<file path="config.mk">
export PLATFORM = sky130hd
export DESIGN_NAME = bracketing_bisection_step
export DESIGN_NICKNAME = d
export VERILOG_FILES = /design/src/rtl/bbs_pkg.sv /design/src/rtl/bbs_front.sv /design/src/rtl/bbs_queue.sv /design/src/rtl/bbs_back.sv /design/src/rtl/bracketing_bisection_step.sv
export SDC_FILE = /design/constraint.sdc
export NUM_CORES = 2
export LEC_CHECK = 0
export BUFFER_PORTS_ARGS = -buffer_cell sky130_fd_sc_hd__buf_4
export CELL_PAD_IN_SITES_DETAIL_PLACEMENT = 0
export CELL_PAD_IN_SITES_GLOBAL_PLACEMENT = 1
export CORE_ASPECT_RATIO = 0.75
export CORE_MARGIN = 1.5
export CORE_UTILIZATION = 40
export CTS_CLUSTER_SIZE = 30
export DETAILED_ROUTE_END_ITERATION = 8
export PLACE_DENSITY_LB_ADDON = 0.1
export REMOVE_ABC_BUFFERS = 1
export SKIP_CTS_REPAIR_TIMING = 1
export SYNTH_ARGS = -nofsm -noshare
export SYNTH_HDL_FRONTEND = slang
export SYNTH_SLANG_ARGS = --single-unit
</file>
<file path="constraint.sdc">
create_clock -name clk -period 13.7 [get_ports clk]
set_input_delay 3.425 -clock clk [delete_from_list [all_inputs] [get_ports clk]]
set_output_delay 3.425 -clock clk [all_outputs]
set_load 0.01 [all_outputs]
</file>
<file path="src/rtl/bbs_pkg.sv">
// Package for the bracketing bisection step block: widths, outcome and
// register codes, configuration and queue entry types.
// No dependencies.
`default_nettype none

package bbs_pkg;

    localparam int WORD_BITS  = 32;
    localparam int FRAC_BITS  = 16;
    localparam int COUNT_BITS = 16;
    localparam int TOL_BITS   = WORD_BITS - 1;
    localparam int IDX_BITS   = 8;
    localparam int QUEUE_DEPTH = 2;

    localparam logic signed [WORD_BITS-1:0] ONE_Q = WORD_BITS'(64'd1 << FRAC_BITS);
    localparam logic signed [WORD_BITS-1:0] WORD_MAX = {1'b0, {(WORD_BITS-1){1'b1}}};
    localparam logic signed [WORD_BITS-1:0] WORD_MIN = {1'b1, {(WORD_BITS-1){1'b0}}};

    localparam logic [TOL_BITS-1:0]  TOLERANCE_RESET = TOL_BITS'(655);
    localparam logic [TOL_BITS-1:0]  GROWTH_RESET    = TOL_BITS'(131072);

    typedef enum logic [2:0] {
        OUT_UNSOLVED     = 3'd0,
        OUT_SOLVED       = 3'd1,
        OUT_EMPTY        = 3'd2,
        OUT_LOW_REACHED  = 3'd3,
        OUT_HIGH_REACHED = 3'd4
    } outcome_t;

    typedef enum logic [2:0] {
        REG_TOLERANCE       = 3'd0,
        REG_MINIMUM         = 3'd1,
        REG_MINIMUM_DEFINED = 3'd2,
        REG_MAXIMUM         = 3'd3,
        REG_MAXIMUM_DEFINED = 3'd4,
        REG_INITIAL_GUESS   = 3'd5,
        REG_INITIAL_DEFINED = 3'd6,
        REG_GROWTH_MULTIPLE = 3'd7
    } cfg_reg_t;

    typedef enum logic {
        BK_IDLE,
        BK_FIN
    } back_state_t;

    typedef struct packed {
        logic [TOL_BITS-1:0]         tolerance;
        logic signed [WORD_BITS-1:0] minimum;
        logic                        minimum_defined;
        logic signed [WORD_BITS-1:0] maximum;
        logic                        maximum_defined;
        logic signed [WORD_BITS-1:0] initial_guess;
        logic                        initial_defined;
        logic [TOL_BITS-1:0]         growth_multiple;
    } cfg_t;

    // Classified error: within tolerance, or the sign of the error
    typedef struct packed {
        logic solved;
        logic negative;
    } cls_t;

endpackage

`default_nettype wire

</file>
<file path="src/rtl/bbs_front.sv">
// Front end: accepts error transactions and classifies them against the tolerance.
// Depends on bbs_pkg.
`default_nettype none

module bbs_front import bbs_pkg::*;
(
    input  logic                        in_valid,
    output logic                        in_ready,
    input  logic signed [WORD_BITS-1:0] status_offset,
    input  logic [TOL_BITS-1:0]         tolerance,
    input  logic                        q_full,
    output logic                        q_push,
    output cls_t                        q_data
);

    logic [WORD_BITS-1:0] err_mag;

    always_comb
    begin
        err_mag = status_offset[WORD_BITS-1] ? WORD_BITS'(-status_offset)
                                             : WORD_BITS'(status_offset);
        q_data.solved   = err_mag < {1'b0, tolerance};
        q_data.negative = status_offset[WORD_BITS-1];
    end

    assign in_ready = !q_full;
    assign q_push   = in_valid && !q_full;

endmodule

`default_nettype wire

</file>
<file path="src/rtl/bbs_queue.sv">
// Two-entry queue of classified errors between front and back end.
// Depends on bbs_pkg.
`default_nettype none

module bbs_queue import bbs_pkg::*;
(
    input  logic clk,
    input  logic rst_n,
    input  logic push,
    input  cls_t push_data,
    input  logic pop,
    output cls_t pop_data,
    output logic full,
    output logic not_empty
);

    localparam int PTR_BITS = $clog2(QUEUE_DEPTH);

    cls_t                mem [QUEUE_DEPTH];
    logic [PTR_BITS-1:0] wr_ptr_reg;
    logic [PTR_BITS-1:0] wr_ptr_next;
    logic [PTR_BITS-1:0] rd_ptr_reg;
    logic [PTR_BITS-1:0] rd_ptr_next;
    logic [PTR_BITS:0]   count_reg;
    logic [PTR_BITS:0]   count_next;

    always_comb
    begin
        wr_ptr_next = push ? wr_ptr_reg + 1'b1 : wr_ptr_reg;
        rd_ptr_next = pop ? rd_ptr_reg + 1'b1 : rd_ptr_reg;
        count_next  = count_reg + (PTR_BITS+1)'(push) - (PTR_BITS+1)'(pop);
    end

    always_ff @(posedge clk)
    begin
        if (push)
        begin
            mem[wr_ptr_reg] <= push_data;
        end
    end

    always_ff @(posedge clk or negedge rst_n)
    begin
        if (!rst_n)
        begin
            wr_ptr_reg <= '0;
            rd_ptr_reg <= '0;
            count_reg  <= '0;
        end
        else
        begin
            wr_ptr_reg <= wr_ptr_next;
            rd_ptr_reg <= rd_ptr_next;
            count_reg  <= count_next;
        end
    end

    assign pop_data  = mem[rd_ptr_reg];
    assign full      = count_reg == (PTR_BITS+1)'(QUEUE_DEPTH);
    assign not_empty = count_reg != '0;

endmodule

`default_nettype wire

</file>
<file path="src/rtl/bbs_back.sv">
// Back end: search state, BK_IDLE/BK_FIN update sequencer and result register.
// Depends on bbs_pkg.
`default_nettype none

module bbs_back import bbs_pkg::*;
(
    input  logic                         clk,
    input  logic                         rst_n,
    input  cfg_t                         cfg,
    input  logic                         restart,
    input  logic                         q_not_empty,
    input  cls_t                         q_data,
    output logic                         q_pop,
    output logic                         out_valid,
    input  logic                         out_ready,
    output logic signed [WORD_BITS-1:0]  next_trial,
    output logic [2:0]                   outcome,
    output logic                         finished,
    output logic [COUNT_BITS-1:0]        iteration_count
);

    localparam int PROD_BITS = 2 * WORD_BITS;
    localparam int WIDE_BITS = WORD_BITS + 2;
    localparam int HALF_BITS = WORD_BITS + 1;

    back_state_t state_reg;
    back_state_t state_next;

    cls_t                         cls_reg;
    logic [PROD_BITS-1:0]         prod_reg;
    logic signed [WORD_BITS-1:0]  trial_reg;
    logic signed [WORD_BITS-1:0]  trial_next;
    logic signed [WORD_BITS-1:0]  low_reg;
    logic signed [WORD_BITS-1:0]  low_next;
    logic                         low_known_reg;
    logic                         low_known_next;
    logic signed [WORD_BITS-1:0]  high_reg;
    logic signed [WORD_BITS-1:0]  high_next;
    logic                         high_known_reg;
    logic                         high_known_next;
    logic                         pending_reg;
    logic                         pending_next;
    logic [COUNT_BITS-1:0]        count_reg;
    logic [COUNT_BITS-1:0]        count_next;

    logic                         out_valid_reg;
    logic signed [WORD_BITS-1:0]  out_trial_reg;
    outcome_t                     out_outcome_reg;
    outcome_t                     outcome_next;
    logic [COUNT_BITS-1:0]        out_count_reg;

    logic                         commit;
    logic [WORD_BITS-1:0]         trial_mag;
    logic [WORD_BITS-1:0]         factor;

    // bisection and comparison operands
    logic signed [WORD_BITS-1:0]  min_eff;
    logic signed [WORD_BITS-1:0]  mid_lo;
    logic signed [WORD_BITS-1:0]  mid_hi;
    logic signed [HALF_BITS-1:0]  mid_diff;
    logic signed [HALF_BITS-1:0]  mid_half;
    logic signed [WORD_BITS-1:0]  mid_val;
    logic signed [WIDE_BITS-1:0]  tol_w;
    logic signed [WIDE_BITS-1:0]  span;
    logic signed [WIDE_BITS-1:0]  floor_v;
    logic [PROD_BITS-FRAC_BITS-1:0] grown_q;
    logic signed [WORD_BITS-1:0]  grown;
    logic signed [WORD_BITS-1:0]  zero_start;

    // next state
    always_comb
    begin
        state_next = state_reg;
        unique case (state_reg)
            BK_IDLE:
            begin
                if (q_not_empty)
                begin
                    state_next = BK_FIN;
                end
            end
            BK_FIN:
            begin
                if (!out_valid_reg || out_ready)
                begin
                    state_next = BK_IDLE;
                end
            end
            default:
            begin
                state_next = BK_IDLE;
            end
        endcase
    end

    // sequencer outputs
    always_comb
    begin
        q_pop  = 1'b0;
        commit = 1'b0;
        unique case (state_reg)
            BK_IDLE:
            begin
                q_pop = q_not_empty;
            end
            BK_FIN:
            begin
                commit = !out_valid_reg || out_ready;
            end
            default:
            begin
                q_pop  = 1'b0;
                commit = 1'b0;
            end
        endcase
    end

    always_comb
    begin
        trial_mag = trial_reg[WORD_BITS-1] ? WORD_BITS'(-trial_reg) : WORD_BITS'(trial_reg);
        factor    = WORD_BITS'(ONE_Q) + {1'b0, cfg.growth_multiple};
    end

    // saturate the registered growth product
    always_comb
    begin
        grown_q = prod_reg[PROD_BITS-1:FRAC_BITS];
        if (trial_reg[WORD_BITS-1])
        begin
            if (grown_q > (PROD_BITS-FRAC_BITS)'({1'b1, {(WORD_BITS-1){1'b0}}}))
            begin
                grown = WORD_MIN;
            end
            else
            begin
                grown = WORD_BITS'(-grown_q[WORD_BITS-1:0]);
            end
        end
        else
        begin
            if (grown_q > (PROD_BITS-FRAC_BITS)'(WORD_MAX))
            begin
                grown = WORD_MAX;
            end
            else
            begin
                grown = grown_q[WORD_BITS-1:0];
            end
        end
    end

    always_comb
    begin
        min_eff    = cfg.minimum_defined ? cfg.minimum : '0;
        zero_start = (cfg.minimum_defined && cfg.minimum > ONE_Q) ? cfg.minimum : ONE_Q;
        tol_w      = WIDE_BITS'({1'b0, cfg.tolerance});
        floor_v    = WIDE_BITS'(min_eff) + tol_w;

        // a negative error bisects up from the low bound, a positive one from the trial
        if (cls_reg.negative)
        begin
            mid_lo = low_known_reg ? low_reg : min_eff;
            mid_hi = trial_reg;
        end
        else
        begin
            mid_lo = trial_reg;
            mid_hi = high_known_reg ? high_reg : cfg.maximum;
        end
        span     = WIDE_BITS'(mid_hi) - WIDE_BITS'(mid_lo);
        mid_diff = HALF_BITS'(mid_hi) - HALF_BITS'(mid_lo);
        // round the half toward zero
        mid_half = (mid_diff + $signed(HALF_BITS'(mid_diff[HALF_BITS-1]))) >>> 1;
        mid_val  = WORD_BITS'(HALF_BITS'(mid_lo) + mid_half);
    end

    // search update
    always_comb
    begin
        trial_next      = trial_reg;
        low_next        = low_reg;
        low_known_next  = low_known_reg;
        high_next       = high_reg;
        high_known_next = high_known_reg;
        pending_next    = pending_reg;
        outcome_next    = OUT_UNSOLVED;
        count_next      = (&count_reg) ? count_reg : count_reg + 1'b1;

        priority if (cls_reg.solved)
        begin
            outcome_next = OUT_SOLVED;
        end
        else if (cls_reg.negative)
        begin
            high_next       = trial_reg;
            high_known_next = 1'b1;
            low_next        = mid_lo;
            low_known_next  = 1'b1;
            priority if (span < tol_w)
            begin
                outcome_next = OUT_EMPTY;
            end
            else if (WIDE_BITS'(trial_reg) < floor_v)
            begin
                outcome_next = OUT_LOW_REACHED;
            end
            else
            begin
                trial_next = mid_val;
            end
        end
        else
        begin
            low_next       = trial_reg;
            low_known_next = 1'b1;
            if (!high_known_reg)
            begin
                priority if (pending_reg && trial_reg == cfg.initial_guess)
                begin
                    pending_next = 1'b0;
                end
                else if (cfg.maximum_defined)
                begin
                    high_next       = cfg.maximum;
                    high_known_next = 1'b1;
                    trial_next      = mid_val;
                end
                else if (trial_reg == '0)
                begin
                    trial_next = zero_start;
                end
                else
                begin
                    trial_next = grown;
                end
            end
            else
            begin
                // low bound equals the trial here, so the empty test covers upper reached
                priority if (span < tol_w)
                begin
                    outcome_next = OUT_EMPTY;
                end
                else
                begin
                    trial_next = mid_val;
                end
            end
        end
    end

    always_ff @(posedge clk)
    begin
        if (q_pop)
        begin
            cls_reg  <= q_data;
            prod_reg <= PROD_BITS'(trial_mag) * PROD_BITS'(factor);
        end
        if (commit)
        begin
            out_trial_reg   <= trial_next;
            out_outcome_reg <= outcome_next;
            out_count_reg   <= count_next;
        end
    end

    always_ff @(posedge clk or negedge rst_n)
    begin
        if (!rst_n)
        begin
            state_reg      <= BK_IDLE;
            trial_reg      <= '0;
            low_reg        <= '0;
            low_known_reg  <= 1'b0;
            high_reg       <= '0;
            high_known_reg <= 1'b0;
            pending_reg    <= 1'b0;
            count_reg      <= '0;
            out_valid_reg  <= 1'b0;
        end
        else
        begin
            state_reg <= state_next;
            if (commit)
            begin
                out_valid_reg <= 1'b1;
            end
            else if (out_ready)
            begin
                out_valid_reg <= 1'b0;
            end

            if (restart)
            begin
                trial_reg      <= cfg.initial_defined ? cfg.initial_guess
                                : (cfg.minimum_defined ? cfg.minimum : '0);
                low_reg        <= '0;
                low_known_reg  <= 1'b0;
                high_reg       <= '0;
                high_known_reg <= 1'b0;
                pending_reg    <= cfg.initial_defined;
                count_reg      <= '0;
            end
            else if (commit)
            begin
                trial_reg      <= trial_next;
                low_reg        <= low_next;
                low_known_reg  <= low_known_next;
                high_reg       <= high_next;
                high_known_reg <= high_known_next;
                pending_reg    <= pending_next;
                count_reg      <= count_next;
            end
        end
    end

    assign out_valid       = out_valid_reg;
    assign next_trial      = out_trial_reg;
    assign outcome         = out_outcome_reg;
    assign finished        = out_outcome_reg != OUT_UNSOLVED;
    assign iteration_count = out_count_reg;

endmodule

`default_nettype wire

</file>
<file path="src/rtl/bracketing_bisection_step.sv">
// Bracketing bisection step: each error transaction updates a Q16.16 trial
// value and its bracket, and yields the next trial, an outcome code and a
// saturating step count. The front end accepts an error whenever its
// two-entry queue has room; the back end handles one error at a time: in
// BK_IDLE it pops the error and registers the 32x32 multiply of the trial
// magnitude by the growth factor, and in BK_FIN it does the compare and
// bisection update and commits once the result register is free. A
// configuration write restarts the search on the following cycle. Depends on
// bbs_pkg, bbs_front, bbs_queue and bbs_back.
`default_nettype none

module bracketing_bisection_step import bbs_pkg::*;
(
    input  logic                         clk,
    input  logic                         rst_n,
    input  logic                         cfg_valid,
    output logic                         cfg_ready,
    input  logic [IDX_BITS-1:0]          cfg_index,
    input  logic [WORD_BITS-1:0]         cfg_data,
    input  logic                         in_valid,
    output logic                         in_ready,
    input  logic signed [WORD_BITS-1:0]  status_offset,
    output logic                         out_valid,
    input  logic                         out_ready,
    output logic signed [WORD_BITS-1:0]  next_trial,
    output logic [2:0]                   outcome,
    output logic                         finished,
    output logic [COUNT_BITS-1:0]        iteration_count
);

    cfg_t cfg_reg;
    logic restart_reg;
    logic cfg_hit;

    logic q_push;
    logic q_pop;
    logic q_full;
    logic q_not_empty;
    cls_t q_in;
    cls_t q_out;

    assign cfg_ready = 1'b1;
    assign cfg_hit   = cfg_valid && (cfg_index[IDX_BITS-1:3] == '0);

    always_ff @(posedge clk or negedge rst_n)
    begin
        if (!rst_n)
        begin
            cfg_reg.tolerance       <= TOLERANCE_RESET;
            cfg_reg.minimum         <= '0;
            cfg_reg.minimum_defined <= 1'b0;
            cfg_reg.maximum         <= '0;
            cfg_reg.maximum_defined <= 1'b0;
            cfg_reg.initial_guess   <= '0;
            cfg_reg.initial_defined <= 1'b0;
            cfg_reg.growth_multiple <= GROWTH_RESET;
            restart_reg             <= 1'b0;
        end
        else
        begin
            restart_reg <= cfg_hit;
            if (cfg_hit)
            begin
                unique case (cfg_reg_t'(cfg_index[2:0]))
                    REG_TOLERANCE:       cfg_reg.tolerance       <= cfg_data[TOL_BITS-1:0];
                    REG_MINIMUM:         cfg_reg.minimum         <= cfg_data;
                    REG_MINIMUM_DEFINED: cfg_reg.minimum_defined <= cfg_data[0];
                    REG_MAXIMUM:         cfg_reg.maximum         <= cfg_data;
                    REG_MAXIMUM_DEFINED: cfg_reg.maximum_defined <= cfg_data[0];
                    REG_INITIAL_GUESS:   cfg_reg.initial_guess   <= cfg_data;
                    REG_INITIAL_DEFINED: cfg_reg.initial_defined <= cfg_data[0];
                    REG_GROWTH_MULTIPLE: cfg_reg.growth_multiple <= cfg_data[TOL_BITS-1:0];
                    default:             cfg_reg.tolerance       <= cfg_reg.tolerance;
                endcase
            end
        end
    end

    bbs_front u_front
    (
        .in_valid      (in_valid),
        .in_ready      (in_ready),
        .status_offset (status_offset),
        .tolerance     (cfg_reg.tolerance),
        .q_full        (q_full),
        .q_push        (q_push),
        .q_data        (q_in)
    );

    bbs_queue u_queue
    (
        .clk       (clk),
        .rst_n     (rst_n),
        .push      (q_push),
        .push_data (q_in),
        .pop       (q_pop),
        .pop_data  (q_out),
        .full      (q_full),
        .not_empty (q_not_empty)
    );

    bbs_back u_back
    (
        .clk             (clk),
        .rst_n           (rst_n),
        .cfg             (cfg_reg),
        .restart         (restart_reg),
        .q_not_empty     (q_not_empty),
        .q_data          (q_out),
        .q_pop           (q_pop),
        .out_valid       (out_valid),
        .out_ready       (out_ready),
        .next_trial      (next_trial),
        .outcome         (outcome),
        .finished        (finished),
        .iteration_count (iteration_count)
    );

`ifndef SYNTHESIS
    a_finished_matches: assert property (@(posedge clk) disable iff (!rst_n)
        out_valid |-> (finished == (outcome != OUT_UNSOLVED)))
        else $error("finished flag disagrees with outcome");

    a_count_nonzero: assert property (@(posedge clk) disable iff (!rst_n)
        out_valid |-> (iteration_count != '0))
        else $error("result carries a zero step count");

    a_no_pop_when_empty: assert property (@(posedge clk) disable iff (!rst_n)
        q_pop |-> q_not_empty)
        else $error("back end popped an empty queue");

    a_push_has_room: assert property (@(posedge clk) disable iff (!rst_n)
        (q_full && !q_pop) |=> !$rose(q_not_empty))
        else $error("queue occupancy inconsistent");
`endif

endmodule

`default_nettype wire

</file>
# Yosys cells after proc, flatten, opt, wreduce, memory -nomap -nowiden
# Memory sizes are Yosys's and may differ from the RTL's. A register that Yosys moved wholly into a read port is not among the register bits.
# Cells that the tools add are included.
dict set report totals {
  ff_bits 398
  latchBits 0
  mem_bits_rw 4
  mem_bits_ro 0
  out_inout_bits 55
  elab_cells 157
  n_memories 1
}
# name words word_bits read_ports rd_clocked_by_memory_dff wr line
set memory_table {}
lappend memory_table {u_queue.mem 2 2 1 1 1 bbs_queue.sv:19} ;# cls_t mem [QUEUE_DEPTH];
dict set report op_classes {
  addsub 14
  n_mul 1
  div_mod_pow 0
  order_cmp 6
  eq_ne 14
  n_shift 0
  n_mux 67
  n_bitwise 1
  reduce_logical 28
}
# cell n
set ops {}
lappend ops {{$mux W32} 34}
lappend ops {{$neg A32 Y32} 3}
lappend ops {{$sub A32 B32 Y33} 2}
lappend ops {{$mul A32 B32 Y64} 1}
lappend ops {{$gt A48 B31 Y1 const B} 1}
lappend ops {{$gt A48 B32 Y1 const B} 1}
lappend ops {{$mux W16} 3}
lappend ops {{$lt A34 B32 Y1} 1}
lappend ops {{$add A32 B32 Y33} 1}
lappend ops {{$add A33 B2 Y33} 1}
lappend ops {{$lt A32 B33 Y1} 1}
lappend ops {{$add A17 B31 Y32 const A} 1}
lappend ops {{$add A32 B32 Y32} 1}
lappend ops {{$eq A32 B32 Y1} 1}
lappend ops {{$gt A32 B18 Y1 const B} 1}
lappend ops {{$logic_not A32 Y1} 1}
lappend ops {{$lt A32 B31 Y1} 1}
lappend ops {{$mux W1} 24}
lappend ops {{$reduce_and A2 Y1} 9}
lappend ops {{$add A16 B1 Y16 const B} 1}
lappend ops {{$reduce_and A16 Y1} 1}
lappend ops {{$eq A3 B3 Y1 const B} 4}
lappend ops {{$reduce_and A5 Y1} 2}
lappend ops {{$mux W3} 3}
lappend ops {{other kinds (18)} 32}

# Longest topological paths before layout
dict set report depth {
  depth_word 13
  depth_mapped 39
  mapped_depth_nobuf 37
}

# Modules after synthesis
# Synthesis repeated with hierarchy kept, for this count alone.
dict set report hier_totals {
  hier_cells 6697
  hier_area_um2 60530.6
}
# mod n_inst cells_each area_each_um2 seq_area_each_um2
set by_module_without_submodules {}
lappend by_module_without_submodules {bbs_back 1 6123 52586.7 5930.7}
lappend by_module_without_submodules {bracketing_bisection_step 1 356 6122.1 4062.6}
lappend by_module_without_submodules {bbs_front 1 197 1480.2 0.0}
lappend by_module_without_submodules {bbs_queue 1 21 341.6 220.2}

# Worst setup path before layout
# No wires, ideal clock.
dict set report synth_timing {
  path_kind {register -> register}
  start {register u_back.trial_reg[0]}
  end {register u_back.prod_reg[63] (data pin)}
  setup_time_ns 0.260
  t_arrival_ns 9.823
  slack_ns 3.617
  stages_incl_launch_ff 39
  n_path_buf 2
  period_less_slack_ns 10.083
  path_cell_list {dfrtp_1 -> inv_1 -> clkbuf_1 -> ha_1 -> or4b_1 -> or3_1 -> or2_1 -> nand2b_1 -> o41ai_1 -> xnor2_1 -> clkbuf_1 -> nand2_1 -> fa_1 -> inv_1 -> fa_1 -> fa_1 -> inv_1 -> fa_1 -> (+3 left out) -> fa_1 -> inv_1 -> fa_1 -> inv_1 -> ha_1 -> nand3_1 -> nor2_1 -> a221oi_1 -> o21ai_0 -> o211a_1 -> o31ai_1 -> a41o_1 -> o21ai_1 -> o41a_1 -> nand2_1 -> o31ai_1 -> a221o_1 -> xnor2_1}
}
dict set report synth_via {
  elab_chain_cells 3
}
# element line
set synth_rtl {}
lappend synth_rtl {{start: declaration} bbs_back.sv:31} ;# logic signed [WORD_BITS-1:0] trial_reg;
lappend synth_rtl {{start signal: assignment} bbs_back.sv:295} ;# trial_reg <= cfg.initial_defined ? cfg.initial_guess
lappend synth_rtl {{start signal: assignment} bbs_back.sv:306} ;# trial_reg <= trial_next;
lappend synth_rtl {{$neg A32 Y32} bbs_back.sv:120} ;# trial_mag = trial_reg[WORD_BITS-1] ? WORD_BITS'(-trial_reg) : WORD_BITS'(trial_reg);
lappend synth_rtl {{$mux W32 (*)} bbs_back.sv:120}
lappend synth_rtl {{$mul A32 B32 Y64 (*)} bbs_back.sv:257} ;# prod_reg <= PROD_BITS'(trial_mag) * PROD_BITS'(factor);
lappend synth_rtl {{end signal: assignment} bbs_back.sv:257}
lappend synth_rtl {{end: declaration} bbs_back.sv:30} ;# logic [PROD_BITS-1:0] prod_reg;
# Every way passes the cells marked *; elsewhere a longest branch is shown, timed or not.
# A chain may end at the register's enable or synchronous reset.

# Worst setup path after layout
# Same ends and word-level chain as after synthesis.

==> summary.md <==
| Metric | Value |
|---|---|
| Status | finished with violations |
| Failing checks | DRC |
| Vias per cell | 5.51 |
| All-Layer GR Usage | 29.3% |
| Final Util | 43.7% |
| Largest family of logic cells by synthesized area | adder cells |
| Sequential area share after synthesis | 16.9% |
| Die Width | 452 um |
| Post-synthesis cell count | 6,781 |
| Die ar. | 153,000 um^2 |
| Placed cell count | 8,710 |
| Final setup TNS | 0 ns |
| Slowest cell delay on critical path | 0.67 ns |
| GP Congestion | 0.924 |
| Grt total ovfl | 0 |
| Synth Register Bits | 387 |
| Post-synth EDFFs | 104 |
| Remaining DRCs | 10 |
| Post-synthesis adder-cell area fraction | 39.2% |
| Post-route minimum period | 12.33 ns |
| Ys async rst share | 73.1% |
| CP delay by family, top | adder cells |
| Nets | 8,183 |
| Via count | 48.4k |
| Fin. Hold Viols | 0 |
| Num rows | 123 |
| Total CTS buffers | 42 |
| Relative slew margins | 9.42% |
| Largest net degree at the start of global routing | 116 |
| Max Fclk | 81.1 MHz |
| Xor/xnor share of the synthesized area | 4.67% |
| Max-Cap Viols | 0 |
| Worst-Skew Late Latency | 0.65 ns |
| Area growth from synthesis to layout | 8.46% |
| Hold crit path type | reg2reg |
| Routed wire length | 223,000 um |
| Detailed Place HPWL | 173,000 um |
| CTS tree | done |
| Clock skew | 0.0446 ns |
| Final setup fails | 0 |
| Filler cells | 14.9k |
| Top_reg_cell synth | dfrtp_1 |
| Syn_area_per_cell | 8.90 um^2 |
| CP max-delay cell | o31ai_1 |
| WP data arrival | 12.72 ns |
| Worst-path clk slew | 0.07 ns |
| Worst endpoint required time | 14.09 ns |
| Worst setup EP type | flip-flop |
| Dominant cells by area after synthesis | fa_1, dfrtp_1, ha_1 |
| Initial Util | 40.3% |
| Post-synth top area share | 29.8% |
| RSZ-0062 raised after global routing | no |
| DRT antenna net count | 0 |
| Pins Over Slew Limit | 0 |
| Fin crit share | 90.0% |
| Synth area leader | fa_1 |
| Core area | 150,000 um^2 |
| Synth Area in Simple Gates | 16.8% |
| DR WL/cell | 25.3 um |
| Fin Hold WS | 0.505 ns |
| Layout cells sized above 1 | 9.05% |
| Yosys warns | 0 |
| Iter 0 DRT Violations | 4,617 |
| Setup crit start kind | flip-flop |
| TritonRoute pass-1 iters | 9 |
| Worst-path maximum fanout | 22 |
| Fin cells | 8,790 |
| Yosys cell types | 112 |
| Max FFs per register | 161 |
| Multiplexer area fraction after synthesis | 3.66% |
| DIE HEIGHT | 339 um |
| Vias in the first global route | 48.5k |
| Complex-gate fraction of the synthesized area | 10.1% |
| Worst-Margin Slew | 1.35 ns |
| Buf/Inv on CP | 4 |
| H-Tree Depth | 2 |
| Most frequent cells after synthesis | inv_1, fa_1, nand2_1, nor2_1, ha_1 |
| CTS sink count | 387 |
| Root buffer cell | clkbuf_16 |
| Syn Std Cell Area | 60,400 um^2 |
| First-pass GRT wire length | 334,000 um |
| Worst Setup Path Type | reg2reg |
| I/O pin count | 132 |
| Cell mode on critical path | fa_1 |
| Top-count cell post-synth | inv_1 |
| Port buffer count | 129 |
| Initial antenna violation count | 7 |
| Longest Clk Path Bufs | 3 |
==> cell families after synthesis <==
logic type,Yosys count
DFF,387
xor gates and xnor gates,322
AOI/OAI and AO/OA,949
other,2
muxes,203
and+or+nand+nor,2184
buffers and inverters,1382
adders and majority gates,1352
==> layout by cell type (no fill, tap or decap), drive strengths merged, types with 12 or more instances in the layout <==
cell type,count
xor2,97
or3,20
edfxtp,104
nor4,27
nor2b,31
a31oi,21
clkinv,12
xnor2,225
or4,17
mux2,140
o21a,22
nand2b,38
inv,1038
nand3,77
a21o,99
nor3,67
o21ai,237
o21bai,18
o31ai,26
and3,31
o22ai,23
a221oi,18
nand4,50
fa,898
nand2,860
a211oi,18
ha,454
o41ai,12
nor2,531
clkbuf,57
a311oi,37
a21oi,304
buf,276
or2,17
and2,384
mux2i,63
o211ai,18
dfrtp,276
==> final timing paths <==
path	slack, ns	cells after the start	end	from
worst min-delay path	0.51	1	cfg_reg[25]	cfg_reg[25]
worst min register to register	0.51	1	cfg_reg[25]	cfg_reg[25]
worst max-delay path	1.37	33	u_back.prod_reg[63]	u_back.trial_reg[0]
worst max register to register	1.37	33	u_back.prod_reg[63]	u_back.trial_reg[0]
min in group asynchronous	2.77	1	u_back.count_reg[0]	rst_n
max in group asynchronous	8.90	3	u_back.trial_reg[31]	rst_n
==> through the flow <==
step,area (um^2),setup WS (ns)
final,65500,1.37
after global routing,65500,0.846
after CTS,65500,1.42
after detailed placement,64100,1.43
after global placement,64100,1.65
after floorplan,59000,3.14
==> routing by layer <==
metal	wire length [um]	GRT usage [%]	part of all wire (%)	vias to the layer above
met3	18700	6.26	8.4	194
met5	147	0.643	0.066	-
li1	-	-	-	21607
met2	91800	41.8	41	1683
met1	109000	45.9	49	24944
met4	3160	4.09	1.4	8
==> final cells by class <==
| class | instances | area (um^2) | share of cell area (%) |
|---|---|---|---|
| clock buffer | 57 | 1160 | 1.77 |
| antenna | 2 | 5.00 | 0.00764 |
| tap | 2000 | 2500 | 3.82 |
| multi-input combinational | 5012 | 45400 | 69.3 |
| timing repair buffer | 276 | 2090 | 3.19 |
| inverter | 1035 | 3890 | 5.94 |
| clock inverter | 21 | 218 | 0.332 |
| sequential | 387 | 10200 | 15.6 |
Power is not shown: default switching activity piles up to over one toggle a cycle in this logic, so the estimate is an artifact.
